<file path="src/hdl/cobsdf_pkg.sv">
`timescale 1ns / 1ps

package cobsdf_pkg;

    localparam logic [7:0] DELIM_BYTE      = 8'h00;
    localparam logic [7:0] FULL_GROUP_CODE = 8'hFF;
    localparam logic [7:0] CRC_POLY        = 8'h07;
    localparam logic [7:0] MAX_FRAME_RESET = 8'd255;
    localparam logic [7:0] DECODED_MAX     = 8'd255;
    localparam int         QUEUE_DEPTH_DEF = 2;

    typedef enum logic {
        ITEM_DATA,
        ITEM_END
    } item_kind_t;

    typedef enum logic [2:0] {
        STATUS_GOOD      = 3'd0,
        STATUS_CRC       = 3'd1,
        STATUS_TRUNCATED = 3'd2,
        STATUS_OVERFLOW  = 3'd3,
        STATUS_EMPTY     = 3'd4
    } frame_status_t;

    typedef struct packed {
        item_kind_t kind;
        logic [7:0] data;
        logic       overflow;
        logic       truncated;
    } qitem_t;

    typedef struct packed {
        logic   valid;
        qitem_t item;
    } qpush_t;

    function automatic logic [7:0] crc8_step(input logic [7:0] crc, input logic [7:0] b);
        logic [7:0] v;
        v = crc ^ b;
        for (int k = 0; k < 8; k++) begin
            if (v[7]) begin
                v = {v[6:0], 1'b0} ^ CRC_POLY;
            end else begin
                v = {v[6:0], 1'b0};
            end
        end
        return v;
    endfunction

endpackage

</file>
<file path="src/hdl/cobsdf_front.sv">
`timescale 1ns / 1ps

module cobsdf_front
    import cobsdf_pkg::*;
(
    input  logic       aclk,
    input  logic       aresetn,
    input  logic       cfg_we,
    input  logic [7:0] cfg_wdata,
    input  logic       s_valid,
    output logic       s_ready,
    input  logic [7:0] s_line_byte,
    input  logic       queue_full,
    output qpush_t     push
);

    logic [7:0] max_frame_reg;
    logic [7:0] group_left_reg, group_left_next;
    logic       zero_pending_reg, zero_pending_next;
    logic [7:0] raw_count_reg, raw_count_next;
    logic       overflow_reg, overflow_next;
    logic       accept;

    assign s_ready = !queue_full;
    assign accept  = s_valid && !queue_full;

    always_comb begin
        group_left_next   = group_left_reg;
        zero_pending_next = zero_pending_reg;
        raw_count_next    = raw_count_reg;
        overflow_next     = overflow_reg;
        push.valid          = 1'b0;
        push.item.kind      = ITEM_DATA;
        push.item.data      = s_line_byte;
        push.item.overflow  = overflow_reg;
        push.item.truncated = (group_left_reg != 8'd0);
        if (accept) begin
            if (s_line_byte == DELIM_BYTE) begin
                push.valid        = 1'b1;
                push.item.kind    = ITEM_END;
                group_left_next   = 8'd0;
                zero_pending_next = 1'b0;
                raw_count_next    = 8'd0;
                overflow_next     = 1'b0;
            end else if (raw_count_reg >= max_frame_reg) begin
                overflow_next = 1'b1;
            end else begin
                raw_count_next = raw_count_reg + 8'd1;
                if (group_left_reg != 8'd0) begin
                    group_left_next = group_left_reg - 8'd1;
                    push.valid      = 1'b1;
                end else begin
                    group_left_next   = s_line_byte - 8'd1;
                    zero_pending_next = (s_line_byte != FULL_GROUP_CODE);
                    push.valid        = zero_pending_reg;
                    push.item.data    = 8'd0;
                end
            end
        end
    end

    always_ff @(posedge aclk) begin
        if (!aresetn) begin
            max_frame_reg    <= MAX_FRAME_RESET;
            group_left_reg   <= 8'd0;
            zero_pending_reg <= 1'b0;
            raw_count_reg    <= 8'd0;
            overflow_reg     <= 1'b0;
        end else begin
            if (cfg_we) begin
                max_frame_reg <= cfg_wdata;
            end
            group_left_reg   <= group_left_next;
            zero_pending_reg <= zero_pending_next;
            raw_count_reg    <= raw_count_next;
            overflow_reg     <= overflow_next;
        end
    end

endmodule

</file>
<file path="src/hdl/cobsdf_queue.sv">
`timescale 1ns / 1ps

module cobsdf_queue
    import cobsdf_pkg::*;
#(
    parameter int DEPTH = QUEUE_DEPTH_DEF
) (
    input  logic   aclk,
    input  logic   aresetn,
    input  qpush_t push,
    output logic   full,
    input  logic   pop,
    output logic   empty,
    output qitem_t head
);

    localparam int PTR_W = (DEPTH > 1) ? $clog2(DEPTH) : 1;
    localparam int CNT_W = $clog2(DEPTH + 1);
    localparam logic [PTR_W-1:0] LAST_PTR = PTR_W'(DEPTH - 1);
    localparam logic [CNT_W-1:0] DEPTH_CNT = CNT_W'(DEPTH);

    qitem_t           slot_reg [DEPTH];
    logic [PTR_W-1:0] wr_ptr_reg, wr_ptr_next;
    logic [PTR_W-1:0] rd_ptr_reg, rd_ptr_next;
    logic [CNT_W-1:0] count_reg, count_next;
    logic             do_push, do_pop;

    assign full    = (count_reg == DEPTH_CNT);
    assign empty   = (count_reg == '0);
    assign head    = slot_reg[rd_ptr_reg];
    assign do_push = push.valid && !full;
    assign do_pop  = pop && !empty;

    always_comb begin
        wr_ptr_next = wr_ptr_reg;
        rd_ptr_next = rd_ptr_reg;
        count_next  = count_reg;
        if (do_push) begin
            wr_ptr_next = (wr_ptr_reg == LAST_PTR) ? '0 : wr_ptr_reg + PTR_W'(1);
        end
        if (do_pop) begin
            rd_ptr_next = (rd_ptr_reg == LAST_PTR) ? '0 : rd_ptr_reg + PTR_W'(1);
        end
        if (do_push && !do_pop) begin
            count_next = count_reg + CNT_W'(1);
        end else if (do_pop && !do_push) begin
            count_next = count_reg - CNT_W'(1);
        end
    end

    always_ff @(posedge aclk) begin
        if (do_push) begin
            slot_reg[wr_ptr_reg] <= push.item;
        end
    end

    always_ff @(posedge aclk) begin
        if (!aresetn) begin
            wr_ptr_reg <= '0;
            rd_ptr_reg <= '0;
            count_reg  <= '0;
        end else begin
            wr_ptr_reg <= wr_ptr_next;
            rd_ptr_reg <= rd_ptr_next;
            count_reg  <= count_next;
        end
    end

endmodule

</file>
<file path="src/hdl/cobsdf_back.sv">
`timescale 1ns / 1ps

module cobsdf_back
    import cobsdf_pkg::*;
(
    input  logic       aclk,
    input  logic       aresetn,
    input  logic       empty,
    input  qitem_t     head,
    output logic       pop,
    output logic       m_valid,
    input  logic       m_ready,
    output logic [7:0] m_payload_byte,
    output logic [7:0] m_payload_index,
    output logic       m_is_end,
    output logic [2:0] m_frame_status
);

    logic          valid_reg, valid_next;
    logic [7:0]    byte_reg, byte_next;
    logic [7:0]    index_reg, index_next;
    logic          end_reg, end_next;
    frame_status_t status_reg, status_next;
    logic [7:0]    dcount_reg, dcount_next;
    logic [7:0]    crc_reg, crc_next;
    logic [7:0]    expect_reg, expect_next;
    logic          out_free;

    assign out_free = !valid_reg || m_ready;
    assign pop      = !empty && out_free;

    always_comb begin
        valid_next  = valid_reg && !m_ready;
        byte_next   = byte_reg;
        index_next  = index_reg;
        end_next    = end_reg;
        status_next = status_reg;
        dcount_next = dcount_reg;
        crc_next    = crc_reg;
        expect_next = expect_reg;
        if (pop) begin
            if (head.kind == ITEM_END) begin
                valid_next = 1'b1;
                byte_next  = 8'd0;
                index_next = (dcount_reg != 8'd0) ? dcount_reg - 8'd1 : 8'd0;
                end_next   = 1'b1;
                if (head.overflow) begin
                    status_next = STATUS_OVERFLOW;
                end else if (head.truncated) begin
                    status_next = STATUS_TRUNCATED;
                end else if (dcount_reg == 8'd0) begin
                    status_next = STATUS_EMPTY;
                end else if (crc_reg != expect_reg) begin
                    status_next = STATUS_CRC;
                end else begin
                    status_next = STATUS_GOOD;
                end
                dcount_next = 8'd0;
                crc_next    = 8'd0;
                expect_next = 8'd0;
            end else if (dcount_reg == 8'd0) begin
                expect_next = head.data;
                dcount_next = 8'd1;
            end else begin
                valid_next  = 1'b1;
                byte_next   = head.data;
                index_next  = dcount_reg - 8'd1;
                end_next    = 1'b0;
                status_next = STATUS_GOOD;
                crc_next    = crc8_step(crc_reg, head.data);
                if (dcount_reg != DECODED_MAX) begin
                    dcount_next = dcount_reg + 8'd1;
                end
            end
        end
    end

    always_ff @(posedge aclk) begin
        if (!aresetn) begin
            valid_reg  <= 1'b0;
            dcount_reg <= 8'd0;
            crc_reg    <= 8'd0;
            expect_reg <= 8'd0;
        end else begin
            valid_reg  <= valid_next;
            dcount_reg <= dcount_next;
            crc_reg    <= crc_next;
            expect_reg <= expect_next;
        end
    end

    always_ff @(posedge aclk) begin
        byte_reg   <= byte_next;
        index_reg  <= index_next;
        end_reg    <= end_next;
        status_reg <= status_next;
    end

    assign m_valid         = valid_reg;
    assign m_payload_byte  = byte_reg;
    assign m_payload_index = index_reg;
    assign m_is_end        = end_reg;
    assign m_frame_status  = status_reg;

endmodule

</file>
<file path="src/hdl/cobs_deframer_crc8_check_unit.sv">
`timescale 1ns / 1ps
// Channel   Direction  Ports                                     Transaction
// line in   in         s_valid s_ready s_line_byte               one encoded byte
// result    out        m_valid m_ready m_payload_byte            one payload byte
//                      m_payload_index m_is_end m_frame_status   or end-of-frame verdict
// config    in         cfg_we cfg_wdata                          max encoded bytes per frame
//
// One encoded byte per cycle while s_ready is high; each takes at most one group update.
// Payload bytes take one CRC-8 step; a result passes the queue slot, then the back register.
// Reset is synchronous, active low; no clearing pass, the block is ready next cycle.
// The queue between front and back absorbs result-side stalls; s_ready drops when it fills.

module cobs_deframer_crc8_check_unit
    import cobsdf_pkg::*;
#(
    parameter int QUEUE_DEPTH = QUEUE_DEPTH_DEF
) (
    input  logic       aclk,
    input  logic       aresetn,
    input  logic       cfg_we,
    input  logic [7:0] cfg_wdata,
    input  logic       s_valid,
    output logic       s_ready,
    input  logic [7:0] s_line_byte,
    output logic       m_valid,
    input  logic       m_ready,
    output logic [7:0] m_payload_byte,
    output logic [7:0] m_payload_index,
    output logic       m_is_end,
    output logic [2:0] m_frame_status
);

    qpush_t push;
    qitem_t head;
    logic   queue_full;
    logic   queue_empty;
    logic   pop;

    cobsdf_front u_front (
        .aclk        (aclk),
        .aresetn     (aresetn),
        .cfg_we      (cfg_we),
        .cfg_wdata   (cfg_wdata),
        .s_valid     (s_valid),
        .s_ready     (s_ready),
        .s_line_byte (s_line_byte),
        .queue_full  (queue_full),
        .push        (push)
    );

    cobsdf_queue #(
        .DEPTH (QUEUE_DEPTH)
    ) u_queue (
        .aclk    (aclk),
        .aresetn (aresetn),
        .push    (push),
        .full    (queue_full),
        .pop     (pop),
        .empty   (queue_empty),
        .head    (head)
    );

    cobsdf_back u_back (
        .aclk            (aclk),
        .aresetn         (aresetn),
        .empty           (queue_empty),
        .head            (head),
        .pop             (pop),
        .m_valid         (m_valid),
        .m_ready         (m_ready),
        .m_payload_byte  (m_payload_byte),
        .m_payload_index (m_payload_index),
        .m_is_end        (m_is_end),
        .m_frame_status  (m_frame_status)
    );

endmodule
</file>
<file path="config.mk">
export PLATFORM = sky130hd
export DESIGN_NAME = cobs_deframer_crc8_check_unit
export DESIGN_NICKNAME = d
export VERILOG_FILES = /design/src/hdl/cobsdf_pkg.sv /design/src/hdl/cobsdf_front.sv /design/src/hdl/cobsdf_queue.sv /design/src/hdl/cobsdf_back.sv /design/src/hdl/cobs_deframer_crc8_check_unit.sv
export SDC_FILE = /design/constraint.sdc
export NUM_CORES = 1
export LEC_CHECK = 0
export BUFFER_PORTS_ARGS = -buffer_cell sky130_fd_sc_hd__buf_2
export CAP_MARGIN = 20
export CORE_MARGIN = 5
export CORE_UTILIZATION = 59
export CTS_CLUSTER_SIZE = 25
export DETAILED_ROUTE_END_ITERATION = 6
export PLACE_DENSITY = 0.79
export SLEW_MARGIN = 20
export SYNTH_ARGS = -nofsm -noshare
export SYNTH_HDL_FRONTEND = slang
export SYNTH_SLANG_ARGS = --single-unit
export TNS_END_PERCENT = 5
</file>
<file path="constraint.sdc">
create_clock -name aclk -period 3.5 [get_ports aclk]
set_input_delay 1.05 -clock aclk [delete_from_list [all_inputs] [get_ports aclk]]
set_output_delay 1.05 -clock aclk [all_outputs]
set_load 0.05 [all_outputs]
</file>
Word level (Yosys, flattened, before mapping) --
Memories as Yosys holds them, arrays and structs flattened. A register that Yosys moved wholly into a read port is not among the register bits. Index checks and enable logic that the tools add are counted.
Cells by class: add/subtract/negate cells 9, magnitude comparators 1, equal/unequal tests 7, muxes and demuxes 76, bitwise operators 9, reductions and logical operators 29
Operators by type and width (number):
- two-way mux 8 bit | 40
- two-way mux 3 bit | 13
- NOT 3 bit | 8
- subtractor 8 x 1 -> 8 bit, second input constant | 3
- two-way mux 1 bit | 20
- adder 8 x 1 -> 8 bit, second input constant | 2
- logical NOT 8 bit | 2
- inequality test 8 bit, second input constant | 2
- nonzero test 8 bit | 2
- two-way mux 10 bit | 1
- AND reduction 2 bit | 5
- greater-or-equal comparator 8 bit | 1
- inequality test 8 bit | 1
- XOR 8 bit | 1
- logical AND 1 bit | 7
- logical NOT 1 bit | 6
- nonzero test 2 bit | 3
- two-way mux 2 bit | 2
- inequality test 2 bit, second input constant | 2
- AND reduction 3 bit | 1
- nonzero test 3 bit | 1
- adder 1 bit, second input constant | 2
- adder 2 x 1 -> 2 bit, second input constant | 1
- == test 2 bit, second input constant | 1
- other kinds (4) | 4
Storage, ports and cells: bits in registers 75, memory bits (writable) 22, word-level logic and storage cells 148, memories 1
Memory list:
- u_queue.slot_reg | depth 2, bits a word 11, read ports 1, clocked after memory_dff 1, wr ports 1, line cobsdf_queue.sv:22 | qitem_t slot_reg [DEPTH];

Logic depth before layout (Yosys ltp) --
Gate-level depths: netlist of run 1.
depth in word-level cells 40, mapped depth 10, mapped depth without buffers 10

Hierarchy --
From an unflattened synthesis of run 1, not the netlist that was laid out.
Unflattened totals: cell total of the unflattened synthesis 504, area, all modules 5228.8 µm²
By module, submodules not included:
- cobsdf_back | instances 1, cells each 238, area each 2508.7 µm²
- cobsdf_front | instances 1, cells each 207, area each 1696.6 µm²
- cobsdf_queue | instances 1, cells each 59, area each 1023.5 µm²

Worst setup path after synthesis of run 1 --
No wires, ideal clock.
path kind input-to-reg, start in s_line_byte[3], end mem u_queue.slot_reg[0][0] (netlist bit) (enable), setup time 380 ps, arrival time 2354 ps, required time 3120 ps, path slack 766 ps, stages on the path 4, buffers on the path 0, cells stage by stage nor4_4 > nand4_4 > o21ai_2 > nor2b_1
Between the ends: word-level cells in the longest chain between the ends 6
Ends and longest elaborated chain:
- start, declared | line cobs_deframer_crc8_check_unit.sv:24 | input logic [7:0] s_line_byte,
- logical NOT 8 bit | line cobsdf_front.sv:38 | if (s_line_byte == DELIM_BYTE) begin
- two-way mux 1 bit | line cobsdf_front.sv:38
- two-way mux 10 bit | line cobsdf_front.sv:37 | if (accept) begin
- logical AND 1 bit | line cobsdf_queue.sv:31 | assign do_push = push.valid && !full;
- net u_queue.do_push | line cobsdf_queue.sv:26 | logic do_push, do_pop;
- two-way mux 1 bit | line cobsdf_queue.sv:52 | if (do_push) begin
- two-way mux 1 bit (not written as such) | line cobsdf_queue.sv:53 | slot_reg[wr_ptr_reg] <= push.item;
- end, declared | line cobsdf_queue.sv:22
The timed path passes the listed nets, and every way through them passes these cells.

==> results by group, run 1 <==
GRT
  • Number of global-route vias before repair: 3500
  • Global Route Usage Sum: 20.1%
  • Overflow after GRT: 0
  • Largest net degree at the start of global routing: 28
  • First-pass GRT wire length: 16400 microns
  • Antenna violations before repair: 0

Floorplan
  • Initial core utilization: 61.2%
  • Die H: 100 microns
  • Core Region: 7810 sq um
  • DIE WIDTH: 100 microns
  • Die area: 9990 sq um
  • Io pins: 43
  • Core Rows: 32

Final layout
  • Antenna Cells: 0
  • Leading cell types in the layout, fill and taps excluded: nor2_1 (57), dfxtp_1 (56), buf_2 (42), edfxtp_1 (42), xor2_1 (25)
  • Commonest non-fill, non-tap cell in the layout: nor2_1
  • Fill count: 630
  • Net count, final: 531
  • Synth-to-layout area growth: 9.96%
  • Final instance area: 5250 sq um
  • Layout cells sized above 1: 15.7%
  • Number of flip-flops in the largest register: 22

Clock network
  • CTS tree: yes
  • Root Driver: clkbuf_8
  • Hold_buf cts: 0
  • Post-CTS resize count: 0
  • Clock Latency Late Sink: 0.36 ns
  • Clk pin slew, worst setup/hold paths: 0.09 ns
  • Clock sinks: 98
  • Number of CTS-inserted buffers: 9
  • H-tree depth: 3
  • Clock buffer depth: 2
  • Post-CTS Setup Inserts: 0

Worst setup path
  • Worst path cell trace: buf_4 > mux2i_2 > inv_1 > o21ai_1 > inv_1 > buf_4 > o211ai_1
  • Worst setup EP type: flop
  • Slowest cell on the critical path: o21ai_1
  • Crit path kind: flop to flop
  • Worst Path Arrival: 3.09 ns
  • CP Launch Type: flop
  • Worst Path Max Fanout: 21
  • Slowest Stage Delay on Critical Path: 0.65 ns
  • Req. time, crit path: 3.78 ns

Logic synthesis
  • Mapped Nets: 488
  • Main area contributors after synthesis: edfxtp_1 (26%), dfxtp_1 (23%), xor2_1 (4.6%), nor2_1 (4.5%), mux2i_1 (4.4%)
  • Number of synthesized register bits: 98
  • Largest area contributor in the netlist: edfxtp_1
  • Post-synthesis instance area: 4780 sq um
  • Synth top area share: 26.4%
  • Synth unique cells: 65
  • Synth warnings: 0
  • Syn avg cell area: 10.5 sq um
  • Syn Inst Count: 454
  • Top_reg_cell synth: dfxtp_1
  • Post-synth EDFFs: 42
  • Async S/R FF share, synth: 0%
  • Sequential share of the synthesized area: 49.9%

Placement
  • DP Wirelength: 6940 microns
  • Placed Area: 5090 sq um
  • Port Buffers: 42
  • GPL Wtd Cong: 0.824

Power and ir drop
  • Leakage: 2.07 nW
  • Pwr Density: 908 nW/um^2
  • Max VDD drop: 500 uV

Timing
  • Maximum clock frequency: 356 MHz
  • Period utilisation layout: 80.2%
  • Final Hold Viols: 0
  • Setup TNS Final: 0 ns
  • Final Max Slew Viols: 0
  • # setup viols final: 0
  • Measured slew at the worst slew-check pin: 0.715 ns
  • Clock skew: 0.0147 ns
  • Post-layout minimum cycle time: 2.81 ns
  • RSZ-0062 raised after global routing: no
  • Max-Slew Margin vs Limit: 52.3%
  • Hold WS: 0.471 ns

Detailed routing
  • Initial DRC count: 105
  • DRT antenna net count: 0
  • Via density: 5.70
  • DR WL/cell: 15.6 microns
  • Residual DRC: 0
  • Via count: 3440
  • Routed WL: 9410 microns
  • Drt pass-1 iters: 4

Job
  • Maxcap violations: 0

Min path
  • Worst Hold Class: flop to flop

Outcome
  • Status: finished clean
## stage by stage
stage / utilization, % / cells / setup slack, ns / power (W)
global placement: 65.2 / 588 / 0.652 / 0.00406
CTS: 67.3 / 604 / 0.683 / 0.00479
floorplan: - / 454 / 0.766 / 0.00362
finish: 67.3 / 604 / 0.692 / 0.00477
detailed placement: 65.2 / 588 / 0.596 / 0.00414
global route: 67.3 / 604 / 0.501 / 0.00510
## logic make-up after synthesis
logic type / after synthesis / share of synthesized area [%]
buf+inv: 34 / 2.83
mux: 22 / 4.69
fa+ha+maj: 13 / 3.41
simple gates: 154 / 17.3
flops: 98 / 49.9
compound gates: 86 / 12.9
xor+xnor: 47 / 8.93
## synth_stat cells (5+ instances only)
cell type / count
clkbuf_1: 12
dfxtp_1: 56
inv_1: 17
a22oi_1: 5
mux2i_1: 21
nor2_1: 57
nand4_1: 8
and3_1: 5
o21a_1: 5
o211ai_1: 12
nand2b_1: 5
or3_1: 7
a21oi_1: 21
ha_1: 13
o21ai_0: 12
xor2_1: 25
edfxtp_1: 42
and2_1: 10
nand2_1: 23
nand3_1: 13
xnor2_1: 21
## path summary, 6_finish.rpt
path,from,endpoint,slack (ns),cells after the start
setup / recovery,flop,u_back.crc_reg[2],0.69,7
hold / removal,u_front.group_left_reg[7],u_front.group_left_reg[7],0.47,2
setup reg to reg,flop,u_back.crc_reg[2],0.69,7
hold reg to reg,u_front.group_left_reg[7],u_front.group_left_reg[7],0.47,2
## area by class of cell
type	instances	area, sq um	share of cell area [%]
clock buffers	12	135	2.57
clock inverters	4	27.5	0.524
inverters	20	80.1	1.52
multi-input cells	322	2260	43.0
flip-flops and latches	98	2380	45.4
well taps	102	128	2.43
repair buffers	46	240	4.57
## per-layer routing
| metal | routed length [microns] | part of all wire [%] | up-vias | GRT usage (%) |
|---|---|---|---|---|
| li1 | - | - | 1721 | - |
| met1 | 4240 | 45 | 1626 | 25.1 |
| met2 | 4620 | 49 | 72 | 34.5 |
| met3 | 316 | 3.4 | 21 | 3.34 |
| met4 | 229 | 2.4 | 0 | 8.50 |
| met5 | 0 | 0 | - | 0 |
## power by group
part,switching [W],internal (W)
clock network,0.000376,0.000260
registers,0.000160,0.00162
logic,0.00152,0.000825
## critical path, delay by kind of cell (launching register included)
family | cells | cell delay, ns
mux | 1 | 0.57
flops | 1 | 0.32
compound gates | 2 | 0.86
buf+inv | 4 | 0.98
Power figures use the tool's default switching activity.
==> inputs of run 2 (changes only) <==
--- a/config.mk
+++ b/config.mk
@@ -5,13 +5,14 @@
 export SDC_FILE = /design/constraint.sdc
 export NUM_CORES = 1
 export LEC_CHECK = 0
+export ABC_AREA = 1
 export BUFFER_PORTS_ARGS = -buffer_cell sky130_fd_sc_hd__buf_2
 export CAP_MARGIN = 20
 export CORE_MARGIN = 5
-export CORE_UTILIZATION = 59
+export CORE_UTILIZATION = 60
 export CTS_CLUSTER_SIZE = 25
 export DETAILED_ROUTE_END_ITERATION = 6
-export PLACE_DENSITY = 0.79
+export PLACE_DENSITY = 0.8
 export SLEW_MARGIN = 20
 export SYNTH_ARGS = -nofsm -noshare
 export SYNTH_HDL_FRONTEND = slang
==> constraint.sdc (replaced) <==
create_clock -name aclk -period 2.9 [get_ports aclk]
set_input_delay 0.87 -clock aclk [delete_from_list [all_inputs] [get_ports aclk]]
set_output_delay 0.87 -clock aclk [all_outputs]
set_load 0.05 [all_outputs]
==> results by group, run 2 <==
Outcome
  • Status: finished clean (unchanged)

Timing
  • # setup viols final: 0 (unchanged)
  • Final Max Slew Viols: 0 (unchanged)
  • Final Hold Viols: 0 (unchanged)
  • Measured slew at the worst slew-check pin: 0.753 ns (was 0.715 ns)
  • Period utilisation layout: 83.4% (was 80.2%)
  • Setup TNS Final: 0 ns (unchanged)
  • Maximum clock frequency: 414 MHz (was 356 MHz)
  • Hold WS: 0.461 ns (was 0.471 ns)
  • Post-layout minimum cycle time: 2.42 ns (was 2.81 ns)
  • Max-Slew Margin vs Limit: 49.7% (was 52.3%)
  • RSZ-0062 raised after global routing: no (unchanged)
  • Clock skew: 0.0114 ns (was 0.0147 ns)

Floorplan
  • Initial core utilization: 61.0% (was 61.2%)
  • DIE WIDTH: 101 microns (was 100 microns)
  • Die H: 101 microns (was 100 microns)
  • Core Region: 8130 sq um (was 7810 sq um)
  • Die area: 10200 sq um (was 9990 sq um)
  • Core Rows: 33 (was 32)
  • Io pins: 43 (unchanged)

Clock network
  • Clock Latency Late Sink: 0.36 ns (about the same)
  • Number of CTS-inserted buffers: 9 (unchanged)
  • CTS tree: yes (unchanged)
  • Root Driver: clkbuf_8 (unchanged)
  • Clk pin slew, worst setup/hold paths: 0.10 ns (was 0.09 ns)
  • Clock buffer depth: 2 (unchanged)
  • Clock sinks: 98 (unchanged)
  • Post-CTS Setup Inserts: 0 (unchanged)
  • H-tree depth: 3 (unchanged)
  • Hold_buf cts: 0 (unchanged)
  • Post-CTS resize count: 0 (unchanged)

Worst setup path
  • Worst setup EP type: flop (unchanged)
  • R2R Setup Slk: 0.48 ns (was 0.69 ns)
  • Crit path kind: flop to flop (unchanged)
  • CP Launch Type: flop (unchanged)
  • Req. time, crit path: 2.91 ns (was 3.78 ns)
  • Worst R2R End: u_queue.slot_reg[1][6] (was u_back.crc_reg[2])
  • Worst setup path endpoint: u_queue.slot_reg[1][6] (was u_back.crc_reg[2])
  • Worst Path Max Fanout: 15 (was 21)
  • Worst Path Arrival: 2.43 ns (was 3.09 ns)
  • Worst reg2reg path depth: 10 (was 7)
  • RR Startpoint: u_front.raw_count_reg[7]
  • Worst setup startpoint: u_front.raw_count_reg[7]

Final layout
  • Fill count: 646 (was 630)
  • Leading cell types in the layout, fill and taps excluded: nand2_1 (135), inv_1 (65), nor2_1 (62) (was nor2_1 (57), dfxtp_1 (56), buf_2 (42), edfxtp_1 (42), xor2_1 (25))
  • Synth-to-layout area growth: 10.5% (was 9.96%)
  • Net count, final: 675 (was 531)
  • Commonest non-fill, non-tap cell in the layout: nand2_1 (was nor2_1)
  • Antenna Cells: 0 (unchanged)
  • Layout cells sized above 1: 16.3% (was 15.7%)
  • Number of flip-flops in the largest register: 22 (unchanged)

Power and ir drop
  • Leakage: 2.42 nW (was 2.07 nW)
  • Pwr Density: 1250 nW/um^2 (was 908 nW/um^2)
  • Max VDD drop: 520 uV (was 500 uV)
  • PnR Total Power: 0.00685 W (was 0.00477 W)

Logic synthesis
  • Largest area contributor in the netlist: edfxtp_1 (unchanged)
  • Synth warnings: 0 (unchanged)
  • Post-synthesis instance area: 4960 sq um (was 4780 sq um)
  • Synth top area share: 25.4% (was 26.4%)
  • Post-synth EDFFs: 42 (unchanged)
  • Syn avg cell area: 8.37 sq um (was 10.5 sq um)
  • Top_reg_cell synth: dfxtp_1 (unchanged)
  • Syn Inst Count: 593 (was 454)
  • Main area contributors after synthesis: edfxtp_1 (25%), dfxtp_1 (23%), nand2_1 (10%), a21oi_1 (6.2%), inv_1 (4.9%) (was edfxtp_1 (26%), dfxtp_1 (23%), xor2_1 (4.6%), nor2_1 (4.5%), mux2i_1 (4.4%))
  • Synth cell count leaders: nand2_1 (135), inv_1 (65), nor2_1 (62), a21oi_1 (61), dfxtp_1 (56) (was nor2_1 (57), dfxtp_1 (56), edfxtp_1 (42), xor2_1 (25), nand2_1 (23))
  • Synth unique cells: 40 (was 65)
  • Cell with the most instances after synthesis: nand2_1 (was nor2_1)
  • Mapped Nets: 627 (was 488)
  • Number of synthesized register bits: 98 (unchanged)
  • Async S/R FF share, synth: 0% (unchanged)
  • Sequential share of the synthesized area: 48.0% (was 49.9%)

Detailed routing
  • Drt pass-1 iters: 4 (unchanged)
  • DRT antenna net count: 0 (unchanged)
  • Initial DRC count: 151 (was 105)
  • Via density: 5.28 (was 5.70)
  • Wl on met1: 4380 microns (was 4240 microns)
  • Via count: 3969 (was 3440)
  • Residual DRC: 0 (unchanged)
  • DR WL/cell: 13.3 microns (was 15.6 microns)
  • Wire length on met3: 556 microns (was 316 microns)
  • WL met2: 4860 microns (was 4620 microns)
  • Routed WL: 9970 microns (was 9410 microns)
  • Uppermost layer routed: met4 (unchanged)

GRT
  • Antenna violations before repair: 0 (unchanged)
  • Number of global-route vias before repair: 3812 (was 3500)
  • Largest net degree at the start of global routing: 21 (was 28)
  • Overflow after GRT: 0 (unchanged)
  • First-pass GRT wire length: 16700 microns (was 16400 microns)
  • Global Route Usage Sum: 20.2% (was 20.1%)

Placement
  • GPL Wtd Cong: 0.889 (was 0.824)
  • DP Wirelength: 7500 microns (was 6940 microns)
  • Port Buffers: 42 (unchanged)

Min path
  • Worst Hold Class: flop to flop (unchanged)

Job
  • Maxcap violations: 0 (unchanged)
==> run 2: cell types whose count changed in the layout (fill, tap and decap cells not counted), moves of 9 or more <==
cell      before  now
a21oi_1       21   61
and2_1        10    1
inv_1         17   65
mux2i_1       21    2
nand2_1       23  135
nand3_1       13   33
o211ai_1      12    0
o21ai_0       12   25
xnor2_1       21    9
xor2_1        25    9
==> run 2: worst min path at each step <==
stage                             startpoint                  to  slack [ns]  cells after the start
after global placement    u_queue.rd_ptr_reg  u_queue.rd_ptr_reg        0.44                      1
after global routing      u_queue.rd_ptr_reg  u_queue.rd_ptr_reg        0.49                      1
final                     u_queue.rd_ptr_reg  u_queue.rd_ptr_reg        0.46                      1
after CTS                 u_queue.rd_ptr_reg  u_queue.rd_ptr_reg        0.47                      1
after floorplan           u_queue.rd_ptr_reg                flop        0.43                      1
after detailed placement  u_queue.rd_ptr_reg  u_queue.rd_ptr_reg        0.45                      1
==> run 2: where the power goes <==
part | switching [W] | internal, W
Sequential | 0.000232 | 0.00203
Combinational | 0.00259 | 0.00107
Clock | 0.000503 | 0.000416
Total | 0.00333 | 0.00352
==> run 2: cell families (layout without fill, tap and decap cells) <==
group           Yosys count  count (layout)  share of synthesized area, %
xor+xnor                 24              24                          5.14
fa+ha+maj                13              13                          3.28
simple gates            270             270                          24.6
buf+inv                  81             134                          6.91
compound gates          105             105                          11.7
flops                    98              98                          48.0
mux                       2               2                         0.403
==> run 2: routing by layer <==
layer / track usage (%) / up-vias
li1: - / 2040
met1: 26.4 / 1801
met2: 33.8 / 109
met3: 3.32 / 19
met4: 7.67 / 0
met5: 0 / -
==> run 2: critical path: stages, from the launching register on <==
cell and delay [ns]:
dfxtp_1 0.34, ha_1 0.31, nand2_1 0.07, inv_1 0.04, nor2_1 0.10, o21a_1 0.14, nand3_1 0.23, a21oi_4 0.20
buf_4 0.21, nand3_1 0.12, inv_1 0.33
==> run 2: final cells by class <==
class                   instances  area [sq um]  share of cell area (%)
flip-flops and latches         98          2380                    43.5
clock inverters                 7          83.8                    1.53
well taps                     105           131                    2.40
inverters                      70           268                    4.88
repair buffers                 48           255                    4.66
clock buffers                   9           124                    2.26
multi-input cells             414          2240                    40.8
==> run 2: stage by stage <==
step                area, sq um  utilization (%)  cells  setup slack (ns)
finish                     5480             67.4    751             0.482
global route               5480             67.4    751             0.280
CTS                        5480             67.4    751             0.461
detailed placement         5270             64.8    735             0.170
global placement           5270             64.8    735             0.233
floorplan                  4960                -    593             0.369
